File: config.mk
export PLATFORM = sky130hd
export DESIGN_NAME = imu_complementary_attitude_filter_core_flat
export DESIGN_NICKNAME = d
export VERILOG_FILES = /design/src/design/icaf_pkg.sv /design/src/design/icaf_sample_if.sv /design/src/design/icaf_att_if.sv /design/src/design/imu_complementary_attitude_filter_core.sv /design/src/flat_wrapper.sv
export SDC_FILE = /design/constraint.sdc
export NUM_CORES = 2
export LEC_CHECK = 0
export ABC_AREA = 0
export BUFFER_PORTS_ARGS = -buffer_cell sky130_fd_sc_hd__buf_2
export CELL_PAD_IN_SITES_DETAIL_PLACEMENT = 0
export CELL_PAD_IN_SITES_GLOBAL_PLACEMENT = 2
export CORE_UTILIZATION = 44
export DETAILED_ROUTE_END_ITERATION = 8
export PLACE_DENSITY = 0.95
export SETUP_SLACK_MARGIN = 0.4
export SLEW_MARGIN = 40
export SYNTH_ARGS = -nofsm -noshare
export SYNTH_HDL_FRONTEND = slang
export SYNTH_SLANG_ARGS = --single-unit
File: constraint.sdc
create_clock -name i_clk -period 17.15 [get_ports i_clk]
set_input_delay 1.715 -clock i_clk [delete_from_list [all_inputs] [get_ports i_clk]]
set_output_delay 1.715 -clock i_clk [all_outputs]
set_load 0.05 [all_outputs]
File: src/design/icaf_pkg.sv
// ----------------------------------------------------------------------------
// icaf_pkg
// widths and constants shared by the attitude filter, its channels and checker
// ----------------------------------------------------------------------------
package icaf_pkg;

    localparam int SampleW    = 16;
    localparam int AngleW     = 32;
    localparam int AccAngW    = 16;
    localparam int AbsW       = 10;
    localparam int SqW        = 19;
    localparam int NumW       = 31;
    localparam int QuoW       = 13;
    localparam int MulW       = 24;

    localparam int GyroScale  = 25;
    localparam int GyroShift  = 13;
    localparam int AccShift   = 6;
    localparam int AtanGain   = 5729;
    localparam int SmallGain  = 28;
    localparam int Recip100   = 10737419;
    localparam int RecipShift = 30;
    localparam int Deg90      = 9000;
    localparam int Deg180     = 18000;
    localparam int BlendShift = 8;

endpackage

File: src/design/icaf_sample_if.sv
// ----------------------------------------------------------------------------
// icaf_sample_if
// valid/ready channel carrying one raw imu sample
// ----------------------------------------------------------------------------
interface icaf_sample_if;

    logic                                valid;
    logic                                ready;
    logic signed [icaf_pkg::SampleW-1:0] accel_x;
    logic signed [icaf_pkg::SampleW-1:0] accel_y;
    logic signed [icaf_pkg::SampleW-1:0] accel_z;
    logic signed [icaf_pkg::SampleW-1:0] gyro_x;
    logic signed [icaf_pkg::SampleW-1:0] gyro_y;
    logic signed [icaf_pkg::SampleW-1:0] gyro_z;

    modport source (
        output valid, accel_x, accel_y, accel_z, gyro_x, gyro_y, gyro_z,
        input  ready
    );

    modport sink (
        input  valid, accel_x, accel_y, accel_z, gyro_x, gyro_y, gyro_z,
        output ready
    );

endinterface

File: src/design/icaf_att_if.sv
// ----------------------------------------------------------------------------
// icaf_att_if
// valid/ready channel carrying one fused attitude result
// ----------------------------------------------------------------------------
interface icaf_att_if;

    logic                               valid;
    logic                               ready;
    logic signed [icaf_pkg::AngleW-1:0] pitch_angle;
    logic signed [icaf_pkg::AngleW-1:0] roll_angle;
    logic signed [icaf_pkg::AngleW-1:0] yaw_angle;

    modport source (
        output valid, pitch_angle, roll_angle, yaw_angle,
        input  ready
    );

    modport sink (
        input  valid, pitch_angle, roll_angle, yaw_angle,
        output ready
    );

endinterface

File: src/design/imu_complementary_attitude_filter_core.sv
// ----------------------------------------------------------------------------
// imu_complementary_attitude_filter_core
// gyro integration of pitch, roll and yaw, with pitch and roll pulled toward
// an atan2 estimate from the accelerometer through a shared multiplier and a
// restoring divider
//
//   channel     dir  handshake       payload
//   i_sample    in   valid / ready   accel_x/y/z, gyro_x/y/z
//   o_attitude  out  valid / ready   pitch_angle, roll_angle, yaw_angle
//
// a sample runs from accept to the next accept as follows: each of the two
// tilt axes takes six passes through the shared multiplier, 13 divider steps
// and four further steps (prep, denominator, quadrant fix, blend), then the
// block loads the output register and returns to idle to take the next
// transaction; a result left waiting holds the block in its last state until
// the output register frees, and the next sample is taken meanwhile once the
// result is registered; reset is synchronous and zeroes the angles
// ----------------------------------------------------------------------------
module imu_complementary_attitude_filter_core (
    input  logic          i_clk,
    input  logic          i_rst_n,
    icaf_sample_if.sink   i_sample,
    icaf_att_if.source    o_attitude
);

    localparam int SW = icaf_pkg::SampleW;
    localparam int AW = icaf_pkg::AngleW;
    localparam int GW = SW + 5;
    localparam int YW = SW + 1;
    localparam int DW = icaf_pkg::SqW;
    localparam int RW = icaf_pkg::NumW;
    localparam int VW = AW + icaf_pkg::BlendShift + 1;
    localparam int CW = $clog2(icaf_pkg::QuoW);

    localparam logic [2:0] MS_BIG2   = 3'd0;
    localparam logic [2:0] MS_SMALL2 = 3'd1;
    localparam logic [2:0] MS_SCALE  = 3'd2;
    localparam logic [2:0] MS_RECIP  = 3'd3;
    localparam logic [2:0] MS_CROSS  = 3'd4;
    localparam logic [2:0] MS_GAIN   = 3'd5;

    typedef enum logic [7:0] {
        S_IDLE  = 8'b0000_0001,
        S_PREP  = 8'b0000_0010,
        S_MUL   = 8'b0000_0100,
        S_DEN   = 8'b0000_1000,
        S_DIV   = 8'b0001_0000,
        S_FIX   = 8'b0010_0000,
        S_BLEND = 8'b0100_0000,
        S_DONE  = 8'b1000_0000
    } t_state;

    function automatic logic signed [AW-1:0] gyro_step(input logic signed [SW-1:0] g);
        logic signed [GW-1:0] p;
        p = GW'(g) * GW'(icaf_pkg::GyroScale);
        return AW'(p >>> icaf_pkg::GyroShift);
    endfunction

    t_state                         r_state;
    logic                           r_axis;
    logic [2:0]                     r_mstep;
    logic [CW-1:0]                  r_cnt;
    logic signed [SW-1:0]           r_acc_x;
    logic signed [SW-1:0]           r_acc_y;
    logic signed [SW-1:0]           r_acc_z;
    logic signed [AW-1:0]           r_pitch;
    logic signed [AW-1:0]           r_roll;
    logic signed [AW-1:0]           r_yaw;
    logic                           r_sx_neg;
    logic                           r_sy_neg;
    logic                           r_zero_vec;
    logic                           r_le;
    logic                           r_den_zero;
    logic [icaf_pkg::AbsW-1:0]      r_big;
    logic [icaf_pkg::AbsW-1:0]      r_small;
    logic [DW-1:0]                  r_big2;
    logic [icaf_pkg::MulW-1:0]      r_tmp;
    logic [RW-1:0]                  r_num;
    logic [RW-1:0]                  r_rem;
    logic [RW-1:0]                  r_dsh;
    logic [icaf_pkg::QuoW-1:0]      r_quo;
    logic signed [icaf_pkg::AccAngW-1:0] r_acc_ang;
    logic                           r_out_valid;
    logic signed [AW-1:0]           r_out_pitch;
    logic signed [AW-1:0]           r_out_roll;
    logic signed [AW-1:0]           r_out_yaw;

    logic                           w_in_fire;
    logic                           w_out_fire;
    logic                           w_load;
    logic signed [YW-1:0]           w_y;
    logic signed [YW-1:0]           w_x;
    logic signed [YW-1:0]           w_sy;
    logic signed [YW-1:0]           w_sx;
    logic [icaf_pkg::AbsW-1:0]      w_ay;
    logic [icaf_pkg::AbsW-1:0]      w_ax;
    logic [icaf_pkg::MulW-1:0]      w_mul_a;
    logic [icaf_pkg::MulW-1:0]      w_mul_b;
    logic [2*icaf_pkg::MulW-1:0]    w_mul_p;
    logic [DW-1:0]                  w_den;
    logic                           n_ge;
    logic signed [icaf_pkg::AccAngW-1:0] n_ang;
    logic signed [icaf_pkg::AccAngW-1:0] w_q;
    logic signed [icaf_pkg::AccAngW-1:0] w_a0;
    logic signed [icaf_pkg::AccAngW-1:0] w_a1;
    logic signed [AW-1:0]           w_cur;
    logic signed [VW-1:0]           w_blend_v;
    logic signed [AW-1:0]           n_blend;

    assign w_in_fire  = i_sample.valid && i_sample.ready;
    assign w_out_fire = r_out_valid && o_attitude.ready;
    assign w_load     = (r_state == S_DONE) && (!r_out_valid || o_attitude.ready);

    assign i_sample.ready         = (r_state == S_IDLE);
    assign o_attitude.valid       = r_out_valid;
    assign o_attitude.pitch_angle = r_out_pitch;
    assign o_attitude.roll_angle  = r_out_roll;
    assign o_attitude.yaw_angle   = r_out_yaw;

    // atan2 operands for the axis in work
    always_comb begin
        w_y  = r_axis ? YW'(r_acc_y) : -YW'(r_acc_x);
        w_x  = YW'(r_acc_z);
        w_sy = w_y >>> icaf_pkg::AccShift;
        w_sx = w_x >>> icaf_pkg::AccShift;
        w_ay = w_sy[YW-1] ? icaf_pkg::AbsW'(-w_sy) : icaf_pkg::AbsW'(w_sy);
        w_ax = w_sx[YW-1] ? icaf_pkg::AbsW'(-w_sx) : icaf_pkg::AbsW'(w_sx);
    end

    // shared multiplier
    always_comb begin
        unique case (r_mstep)
            MS_BIG2: begin
                w_mul_a = icaf_pkg::MulW'(r_big);
                w_mul_b = icaf_pkg::MulW'(r_big);
            end
            MS_SMALL2: begin
                w_mul_a = icaf_pkg::MulW'(r_small);
                w_mul_b = icaf_pkg::MulW'(r_small);
            end
            MS_SCALE: begin
                w_mul_a = r_tmp;
                w_mul_b = icaf_pkg::MulW'(icaf_pkg::SmallGain);
            end
            MS_RECIP: begin
                w_mul_a = r_tmp;
                w_mul_b = icaf_pkg::MulW'(icaf_pkg::Recip100);
            end
            MS_CROSS: begin
                w_mul_a = icaf_pkg::MulW'(r_big);
                w_mul_b = icaf_pkg::MulW'(r_small);
            end
            MS_GAIN: begin
                w_mul_a = icaf_pkg::MulW'(r_num);
                w_mul_b = icaf_pkg::MulW'(icaf_pkg::AtanGain);
            end
            default: begin
                w_mul_a = '0;
                w_mul_b = '0;
            end
        endcase
        w_mul_p = w_mul_a * w_mul_b;
    end

    assign w_den = r_big2 + DW'(r_tmp);
    assign n_ge  = (r_rem >= r_dsh);

    // quadrant fixes
    always_comb begin
        w_q  = r_den_zero ? '0 : icaf_pkg::AccAngW'(r_quo);
        w_a0 = r_le ? w_q : icaf_pkg::AccAngW'(icaf_pkg::Deg90) - w_q;
        w_a1 = r_sx_neg ? icaf_pkg::AccAngW'(icaf_pkg::Deg180) - w_a0 : w_a0;
        if (r_zero_vec) begin
            n_ang = '0;
        end else begin
            n_ang = r_sy_neg ? -w_a1 : w_a1;
        end
    end

    // (angle*255 + acc) >> 8, floor
    always_comb begin
        w_cur     = r_axis ? r_roll : r_pitch;
        w_blend_v = (VW'(w_cur) <<< icaf_pkg::BlendShift) - VW'(w_cur) + VW'(r_acc_ang);
        n_blend   = w_blend_v[AW+icaf_pkg::BlendShift-1:icaf_pkg::BlendShift];
    end

    always_ff @(posedge i_clk) begin
        if (!i_rst_n) begin
            r_state     <= S_IDLE;
            r_axis      <= 1'b0;
            r_mstep     <= MS_BIG2;
            r_cnt       <= '0;
            r_pitch     <= '0;
            r_roll      <= '0;
            r_yaw       <= '0;
            r_out_valid <= 1'b0;
        end else begin
            if (w_load) begin
                r_out_valid <= 1'b1;
            end else if (w_out_fire) begin
                r_out_valid <= 1'b0;
            end
            unique case (r_state)
                S_IDLE: begin
                    if (w_in_fire) begin
                        r_acc_x <= i_sample.accel_x;
                        r_acc_y <= i_sample.accel_y;
                        r_acc_z <= i_sample.accel_z;
                        r_pitch <= r_pitch + gyro_step(i_sample.gyro_x);
                        r_roll  <= r_roll + gyro_step(i_sample.gyro_y);
                        r_yaw   <= r_yaw + gyro_step(i_sample.gyro_z);
                        r_axis  <= 1'b0;
                        r_state <= S_PREP;
                    end
                end
                S_PREP: begin
                    r_sx_neg   <= w_sx[YW-1];
                    r_sy_neg   <= w_sy[YW-1];
                    r_zero_vec <= (w_y == '0) && (w_x == '0);
                    r_le       <= (w_ay <= w_ax);
                    r_big      <= (w_ay <= w_ax) ? w_ax : w_ay;
                    r_small    <= (w_ay <= w_ax) ? w_ay : w_ax;
                    r_mstep    <= MS_BIG2;
                    r_state    <= S_MUL;
                end
                S_MUL: begin
                    unique case (r_mstep)
                        MS_BIG2:   r_big2 <= w_mul_p[DW-1:0];
                        MS_SMALL2: r_tmp  <= w_mul_p[icaf_pkg::MulW-1:0];
                        MS_SCALE:  r_tmp  <= w_mul_p[icaf_pkg::MulW-1:0];
                        MS_RECIP:  r_tmp  <= icaf_pkg::MulW'(w_mul_p >> icaf_pkg::RecipShift);
                        MS_CROSS:  r_num  <= w_mul_p[RW-1:0];
                        MS_GAIN:   r_num  <= w_mul_p[RW-1:0];
                        default:   r_num  <= r_num;
                    endcase
                    if (r_mstep == MS_GAIN) begin
                        r_state <= S_DEN;
                    end
                    r_mstep <= r_mstep + 3'd1;
                end
                S_DEN: begin
                    r_rem      <= r_num;
                    r_dsh      <= RW'(w_den) << (icaf_pkg::QuoW - 1);
                    r_den_zero <= (w_den == '0);
                    r_quo      <= '0;
                    r_cnt      <= CW'(icaf_pkg::QuoW - 1);
                    r_state    <= S_DIV;
                end
                S_DIV: begin
                    if (n_ge) begin
                        r_rem <= r_rem - r_dsh;
                    end
                    r_quo <= {r_quo[icaf_pkg::QuoW-2:0], n_ge};
                    r_dsh <= r_dsh >> 1;
                    r_cnt <= r_cnt - CW'(1);
                    if (r_cnt == '0) begin
                        r_state <= S_FIX;
                    end
                end
                S_FIX: begin
                    r_acc_ang <= n_ang;
                    r_state   <= S_BLEND;
                end
                S_BLEND: begin
                    if (r_axis) begin
                        r_roll  <= n_blend;
                        r_state <= S_DONE;
                    end else begin
                        r_pitch <= n_blend;
                        r_axis  <= 1'b1;
                        r_state <= S_PREP;
                    end
                end
                S_DONE: begin
                    if (w_load) begin
                        r_out_pitch <= r_pitch;
                        r_out_roll  <= r_roll;
                        r_out_yaw   <= r_yaw;
                        r_state     <= S_IDLE;
                    end
                end
                default: begin
                    r_state <= S_IDLE;
                end
            endcase
        end
    end

endmodule

File: src/flat_wrapper.sv
// flat-port wrapper written by rule: the top's interface ports become plain ports
module imu_complementary_attitude_filter_core_flat 
  (i_clk, i_rst_n, i_sample_valid, i_sample_accel_x, i_sample_accel_y, i_sample_accel_z, i_sample_gyro_x, i_sample_gyro_y, i_sample_gyro_z, i_sample_ready, o_attitude_valid, o_attitude_pitch_angle, o_attitude_roll_angle, o_attitude_yaw_angle, o_attitude_ready);
  icaf_sample_if i_sample_i ();
  icaf_att_if o_attitude_i ();
  input  logic i_clk;
  input  logic i_rst_n;
  input wire logic [$bits(i_sample_i.valid)-1:0] i_sample_valid;
  input wire logic [$bits(i_sample_i.accel_x)-1:0] i_sample_accel_x;
  input wire logic [$bits(i_sample_i.accel_y)-1:0] i_sample_accel_y;
  input wire logic [$bits(i_sample_i.accel_z)-1:0] i_sample_accel_z;
  input wire logic [$bits(i_sample_i.gyro_x)-1:0] i_sample_gyro_x;
  input wire logic [$bits(i_sample_i.gyro_y)-1:0] i_sample_gyro_y;
  input wire logic [$bits(i_sample_i.gyro_z)-1:0] i_sample_gyro_z;
  output wire logic [$bits(i_sample_i.ready)-1:0] i_sample_ready;
  output wire logic [$bits(o_attitude_i.valid)-1:0] o_attitude_valid;
  output wire logic [$bits(o_attitude_i.pitch_angle)-1:0] o_attitude_pitch_angle;
  output wire logic [$bits(o_attitude_i.roll_angle)-1:0] o_attitude_roll_angle;
  output wire logic [$bits(o_attitude_i.yaw_angle)-1:0] o_attitude_yaw_angle;
  input wire logic [$bits(o_attitude_i.ready)-1:0] o_attitude_ready;
  assign i_sample_i.valid = i_sample_valid;
  assign i_sample_i.accel_x = i_sample_accel_x;
  assign i_sample_i.accel_y = i_sample_accel_y;
  assign i_sample_i.accel_z = i_sample_accel_z;
  assign i_sample_i.gyro_x = i_sample_gyro_x;
  assign i_sample_i.gyro_y = i_sample_gyro_y;
  assign i_sample_i.gyro_z = i_sample_gyro_z;
  assign i_sample_ready = i_sample_i.ready;
  assign o_attitude_valid = o_attitude_i.valid;
  assign o_attitude_pitch_angle = o_attitude_i.pitch_angle;
  assign o_attitude_roll_angle = o_attitude_i.roll_angle;
  assign o_attitude_yaw_angle = o_attitude_i.yaw_angle;
  assign o_attitude_i.ready = o_attitude_ready;
  imu_complementary_attitude_filter_core u_core (.i_clk(i_clk), .i_rst_n(i_rst_n), .i_sample(i_sample_i), .o_attitude(o_attitude_i));
endmodule
== After elaboration in Yosys (flattened, before gate mapping) ==
Index checks and enable logic that the tools add are counted.

* Output and inout port bits: 98
* Logic and storage cells: 140
* Flip-flop bits (word level): 447
* Bits of input ports: 100

* Mux-type cells: 35
* Reduce and logical (&&, ||, !) cells: 36
* Multipliers: 4
* $add $sub $neg: 15
* Order comparisons: 2
* Equality and inequality tests: 20

{| class="wikitable"
|+ Operators with widths
! cell !! count
|-
| 32-bit two-way mux || 5
|-
| 32-bit case mux with 2 select lines || 2
|-
| 31-bit case mux with 2 select lines || 2
|-
| 24-bit case mux with 5 select lines || 1
|-
| 32-bit by 8-bit adder with 32-bit output || 3
|-
| 24-bit case mux with 4 select lines || 1
|-
| 8-bit case mux with 8 select lines || 1
|-
| 16-bit by 6-bit multiplier with 21-bit output, second input constant || 3
|-
| 24-bit by 24-bit multiplier with 48-bit output || 1
|-
| 16-bit two-way mux || 3
|-
| 24-bit case mux with 2 select lines || 1
|-
| 40-bit by 16-bit adder with 40-bit output || 1
|-
| 10-bit two-way mux || 4
|-
| 8-bit two-way mux || 5
|-
| 40-bit by 32-bit subtractor with 40-bit output || 1
|-
| 17-bit zero test || 2
|-
| 31-bit >= comparator || 1
|-
| 31-bit two-way mux || 1
|-
| 31-bit subtractor || 1
|-
| 13-bit case mux with 2 select lines || 1
|-
| 3-bit AND reduction || 8
|-
| 10-bit negation || 2
|-
| 19-bit adder || 1
|-
| 19-bit zero test || 1
|-
| 35 further kinds || 60
|}

== Logic depth before layout (Yosys ltp) ==
* Depth in word-level cells: 7
* Depth in mapped cells: 37
* Mapped depth without buffers: 34

== Worst setup path after synthesis ==
OpenSTA, ideal clock, no wires.

* Kind: register to register
* Start: reg u_core.r_mstep[1]
* End: reg u_core.r_tmp[15] (netlist name), data pin
* Required time: 16.890 ns
* Cell stages (with the launch flop): 33
* Buffers on the path: 5
* Path slack: 8.841 ns
* Setup time: 0.260 ns
* Clock period less this slack: 8.309 ns
* Arrival: 8.049 ns
* Path through: dfxtp_1 clkbuf_1 inv_1 ha_1 clkbuf_1 clkbuf_1 a21o_1 a21oi_1 clkbuf_1 nor2_1 fa_1 fa_1 inv_1 fa_1 fa_1 inv_1 fa_1 fa_1 inv_1 fa_1 inv_1 ha_1 clkbuf_1 a21o_1 a221oi_1 o21bai_1 nor4_1 a21oi_1 o211a_1 o31ai_1 nand2b_1 xor2_1 mux2_2

* Longest elaborated chain between the ends: 5
* Elaborated cells between the ends (all ways): 14
* Those cells by class: mul (1); eq/ne (5); mux (3); reduce/logical (5)

{| class="wikitable"
|+ RTL lines
! item !! line !! text
|-
| start, declared || imu_complementary_attitude_filter_core.sv:61 || <nowiki>logic [2:0] r_mstep;</nowiki>
|-
| start signal, assigned || imu_complementary_attitude_filter_core.sv:239 || <nowiki>r_mstep <= r_mstep + 3'd1;</nowiki>
|-
| 3-bit by 1-bit == test with 1-bit output (tied with other cells) || imu_complementary_attitude_filter_core.sv:132, imu_complementary_attitude_filter_core.sv:227 ||
|-
| 2-bit OR reduction (no line) || - ||
|-
| 24-bit case mux with 5 select lines or 24-bit case mux with 4 select lines (tied branches) || imu_complementary_attitude_filter_core.sv:132 || <nowiki>unique case (r_mstep)</nowiki>
|-
| 24-bit by 24-bit multiplier with 48-bit output || imu_complementary_attitude_filter_core.sv:162 || <nowiki>w_mul_p = w_mul_a * w_mul_b;</nowiki>
|-
| 24-bit case mux with 2 select lines * || imu_complementary_attitude_filter_core.sv:227 || <nowiki>unique case (r_mstep)</nowiki>
|-
| end signal, assigned || imu_complementary_attitude_filter_core.sv:229 || <nowiki>MS_SMALL2: r_tmp <= w_mul_p[icaf_pkg::MulW-1:0];</nowiki>
|-
| end signal, assigned || imu_complementary_attitude_filter_core.sv:230 || <nowiki>MS_SCALE: r_tmp <= w_mul_p[icaf_pkg::MulW-1:0];</nowiki>
|-
| end signal, assigned || imu_complementary_attitude_filter_core.sv:231 || <nowiki>MS_RECIP: r_tmp <= icaf_pkg::MulW'(w_mul_p >> icaf_pkg::RecipShift);</nowiki>
|-
| end, declared || imu_complementary_attitude_filter_core.sv:77 || <nowiki>logic [icaf_pkg::MulW-1:0] r_tmp;</nowiki>
|}

Mark *: on every way between the ends. The rest lies on a longest branch, timed or not.
A chain may end at the register's enable or synchronous reset.

== Final worst setup path ==
* Start: reg u_core.r_mstep[1]
* End: reg u_core.r_tmp[13] (netlist name), data pin

Same word-level chain as after synthesis.

==> impl_metrics.py <==
metrics = {
    "status": {
        "outcome": "finished clean",
    },
    "layout": {
        "fin_util_pct": 48.9,
        "mostFrequentLayoutCells": "inv_1 (887), ha_1 (623), nor2_1 (431)",
        "layout.nets": 6517,
        "mostFrequentLayoutCell": "inv_1",
        "area_delta_synth_final_pct": 9.63,
        "drive_gt1_share_pct": 8.29,
        "nFillCells": 10300,
    },
    "cts": {
        "postCtsHoldBufs": 0,
        "post_cts_buffers": 0,
        "cts_root_buf": "clkbuf_16",
        "clk_latency_ps": 690,
        "ctsLongestPathBuffers": 3,
        "path_clk_slew_ps": 70,
        "htreeDepth": 2,
        "numCtsBuffers": 54,
        "cts_resized": 0,
        "cts.sinks": 447,
        "cts_tree": "built",
    },
    "global_routing": {
        "overflow": 0,
        "grt_start_max_net_pins": 92,
        "grt_use_total_pct": 24.4,
        "antenna_found_initial": 4,
        "first_global_vias": 37000,
        "grt_pass1_wl_um": 212000,
    },
    "timing": {
        "fin_crit_ps": 9500,
        "layout_setup_ws_ps": 7650,
        "max_freq_mhz": 105,
        "hold_viol_final": 0,
        "rsz0062_at_grt": "false",
        "fin_tns_setup_ps": 0,
        "tightest_slew_ps": 863,
        "finalCritPeriodShare_pct": 55.4,
        "finClkSkew_ps": 86.1,
        "finalMaxSlewViolations": 0,
        "relSlewSlack_pct": 41.6,
        "setup_viol": 0,
    },
    "pwr": {
        "p_clk_share_pct": 18.3,
        "p_sw_mw": 2.95,
        "pwr-share-comb_pct": 57.8,
        "switching_share_pct": 44.6,
        "p_leak_nw": 25.6,
        "p_per_area_nw_per_um2": 125,
        "p_int_mw": 3.66,
        "vdd_drop_max_mv": 0.0996,
        "p_seq_share_pct": 23.8,
    },
    "critical_path": {
        "crit_path_max_incr_delay_ps": 680,
        "crit_required_ps": 17500,
        "worstPathMaxFanout": 34,
        "crit_type": "register to register",
        "start_kind": "register",
        "cp-end-kind": "register",
        "crit_top_cell": "inv_1",
        "crit_arrival_ps": 9840,
        "slowest_stage": "dfxtp_2",
    },
    "floorplanning": {
        "io_pins": 198,
        "die_area_um2": 111000,
        "die_w_um": 333,
        "start_util_pct": 44.6,
        "rows": 120,
        "coreArea_um2": 108000,
        "dieHeight_um": 333,
    },
    "synthesis": {
        "synth_area_um2": 48100,
        "ys_types": 92,
        "seq_area_frac_synth_pct": 25.6,
        "synth_edf_count": 334,
        "ys_warn_count": 0,
        "syn_nets": 6368,
        "synth-seq-cells": 447,
        "async_flop_share_pct": 0,
        "netlist_instances": 5236,
        "syn_area_per_cell_um2": 9.18,
        "ys.flop_type": "edfxtp_1",
    },
    "routing": {
        "avgRoutedWirePerCell_um": 19.7,
        "wl_um": 135000,
        "via_per_inst": 5.46,
        "dr_total_vias": 37400,
        "first_iter_violations": 2619,
        "ant_nets": 0,
        "drt_first_pass_iters": 6,
        "drcViolationCount": 0,
    },
    "hold_path": {
        "min_path_type": "register to register",
    },
    "job": {
        "cap_violations": 0,
    },
    "placement": {
        "portBuffers": 197,
        "dp_hpwl_um": 109000,
        "pre_cts_ws_ps": 7810,
        "gp_congestion": 0.903,
    },
}
-- power groups by stage --
| stage | sequential, mW | clock (mW) | combinational [mW] |
|---|---|---|---|
| after global placement | 1.59 | 0 | 3.72 |
| after global routing | 1.59 | 1.28 | 4.25 |
| after floorplan | 1.52 | 0 | 2.84 |
| after detailed placement | 1.59 | 0 | 3.77 |
| final | 1.57 | 1.21 | 3.82 |
| after CTS | 1.57 | 1.24 | 3.79 |
-- metal layers --
metal  vias to the layer above  routed length, um  GRT usage [%]  share of wire (%)
li1                      18100                  -              -                  -
met1                     18000              59200           32.1                 44
met2                      1020              63900           41.4                 47
met3                       224               7020           3.14                5.2
met4                         6               4650           7.57                3.4
met5                         -                 31              0              0.023
-- worst max-delay path: cells and delay by family (launching register included) --
kind                     cells  cell delay, ps
flip-flops                   1             680
adder cells (fa/ha/maj)     10            4200
XOR/XNOR                     1             160
AND/OR/NAND/NOR              3             960
AO/OA/AOI/OAI                7            1640
buffers and inverters       10            1530
-- Yosys cell counts (12+ instances only) --
cell type  instances  share of area [%]
a31o_2            12               0.22
nor2b_1           41               0.53
and2_1            31               0.40
nor4_1            21               0.27
o21bai_1          32               0.50
nand4_1           30               0.39
nand3b_1          12               0.19
a31oi_1           54               0.70
a22oi_1           18               0.28
xnor2_1          167                3.0
o21a_1            44               0.69
o211ai_1          26               0.41
a211oi_1          44               0.69
a311oi_1          16               0.29
edfxtp_1         334                 21
inv_1            890                7.0
and3_1            29               0.38
xor2_1            94                1.7
mux2i_1           64                1.3
fa_1             407                 17
clkbuf_1         132                1.0
nor2_1           439                3.4
or2_2             22               0.29
buf_1             22               0.17
nand3_1           77               0.80
nand2b_1          37               0.48
dfxtp_1          113                4.7
nor3_1            69               0.72
o31ai_1           16               0.25
nand2_1          410                3.2
a21o_1           113                1.8
mux2_2            12               0.28
ha_1             625                 16
o21ai_0          251                2.6
or3_1             31               0.40
a21oi_1          302                3.1
a211o_1           14               0.26
-- stage by stage --
step / area [um^2] / hold WS [ps] / total power [mW] / cells
after floorplan: 48100 / 421 / 4.36 / 5236
after global placement: 50700 / 441 / 5.31 / 6728
after detailed placement: 50800 / 442 / 5.36 / 6731
after CTS: 52700 / 456 / 6.60 / 6833
after global routing: 52700 / 471 / 7.12 / 6834
final: 52700 / 451 / 6.60 / 6835
-- sequential cells by signal, summed over array words and instances (netlist names), 24 cells and up --
| name | count |
|---|---|
| u_core.r_rem | 31 |
| u_core.o_attitude.pitch_angle | 32 |
| u_core.r_pitch | 32 |
| u_core.r_roll | 32 |
| u_core.o_attitude.roll_angle | 32 |
| u_core.o_attitude.yaw_angle | 32 |
| u_core.r_yaw | 32 |
| u_core.r_dsh | 31 |
| u_core.r_num | 31 |
| u_core.r_tmp | 24 |
-- kinds of logic after synthesis --
family | after synthesis | share of synthesized area, %
xor gates and xnor gates | 262 | 4.79
muxes | 76 | 1.61
AOI/OAI and AO/OA | 1070 | 14.2
buffers and inverters | 1054 | 8.26
adders and majority gates | 1032 | 33.2
and+or+nand+nor | 1295 | 12.3
DFF | 447 | 25.6
-- path summary, 6_finish.rpt --
kind,endpoint,slack (ps),cells past startpoint,startpoint
hold / removal,u_core.o_attitude.yaw_angle[31],450,0,u_core.r_yaw[31]
setup / recovery,u_core.r_tmp[13],7650,31,u_core.r_mstep[1]
hold reg to reg,u_core.o_attitude.yaw_angle[31],450,0,u_core.r_yaw[31]
setup reg to reg,u_core.r_tmp[13],7650,31,u_core.r_mstep[1]
-- layout make-up --
type / count / area, um^2 / share of cell area [%]
well taps: 1403 / 1760 / 3.33
diodes: 1 / 2.50 / 0.00475
repair buffers: 254 / 1440 / 2.73
flip-flops and latches: 447 / 12300 / 23.3
clock inverters: 41 / 477 / 0.905
clock buffers: 61 / 1400 / 2.65
multi-input cells: 3735 / 32000 / 60.7
inverters: 893 / 3350 / 6.37
(Power assumes the default switching activity.)
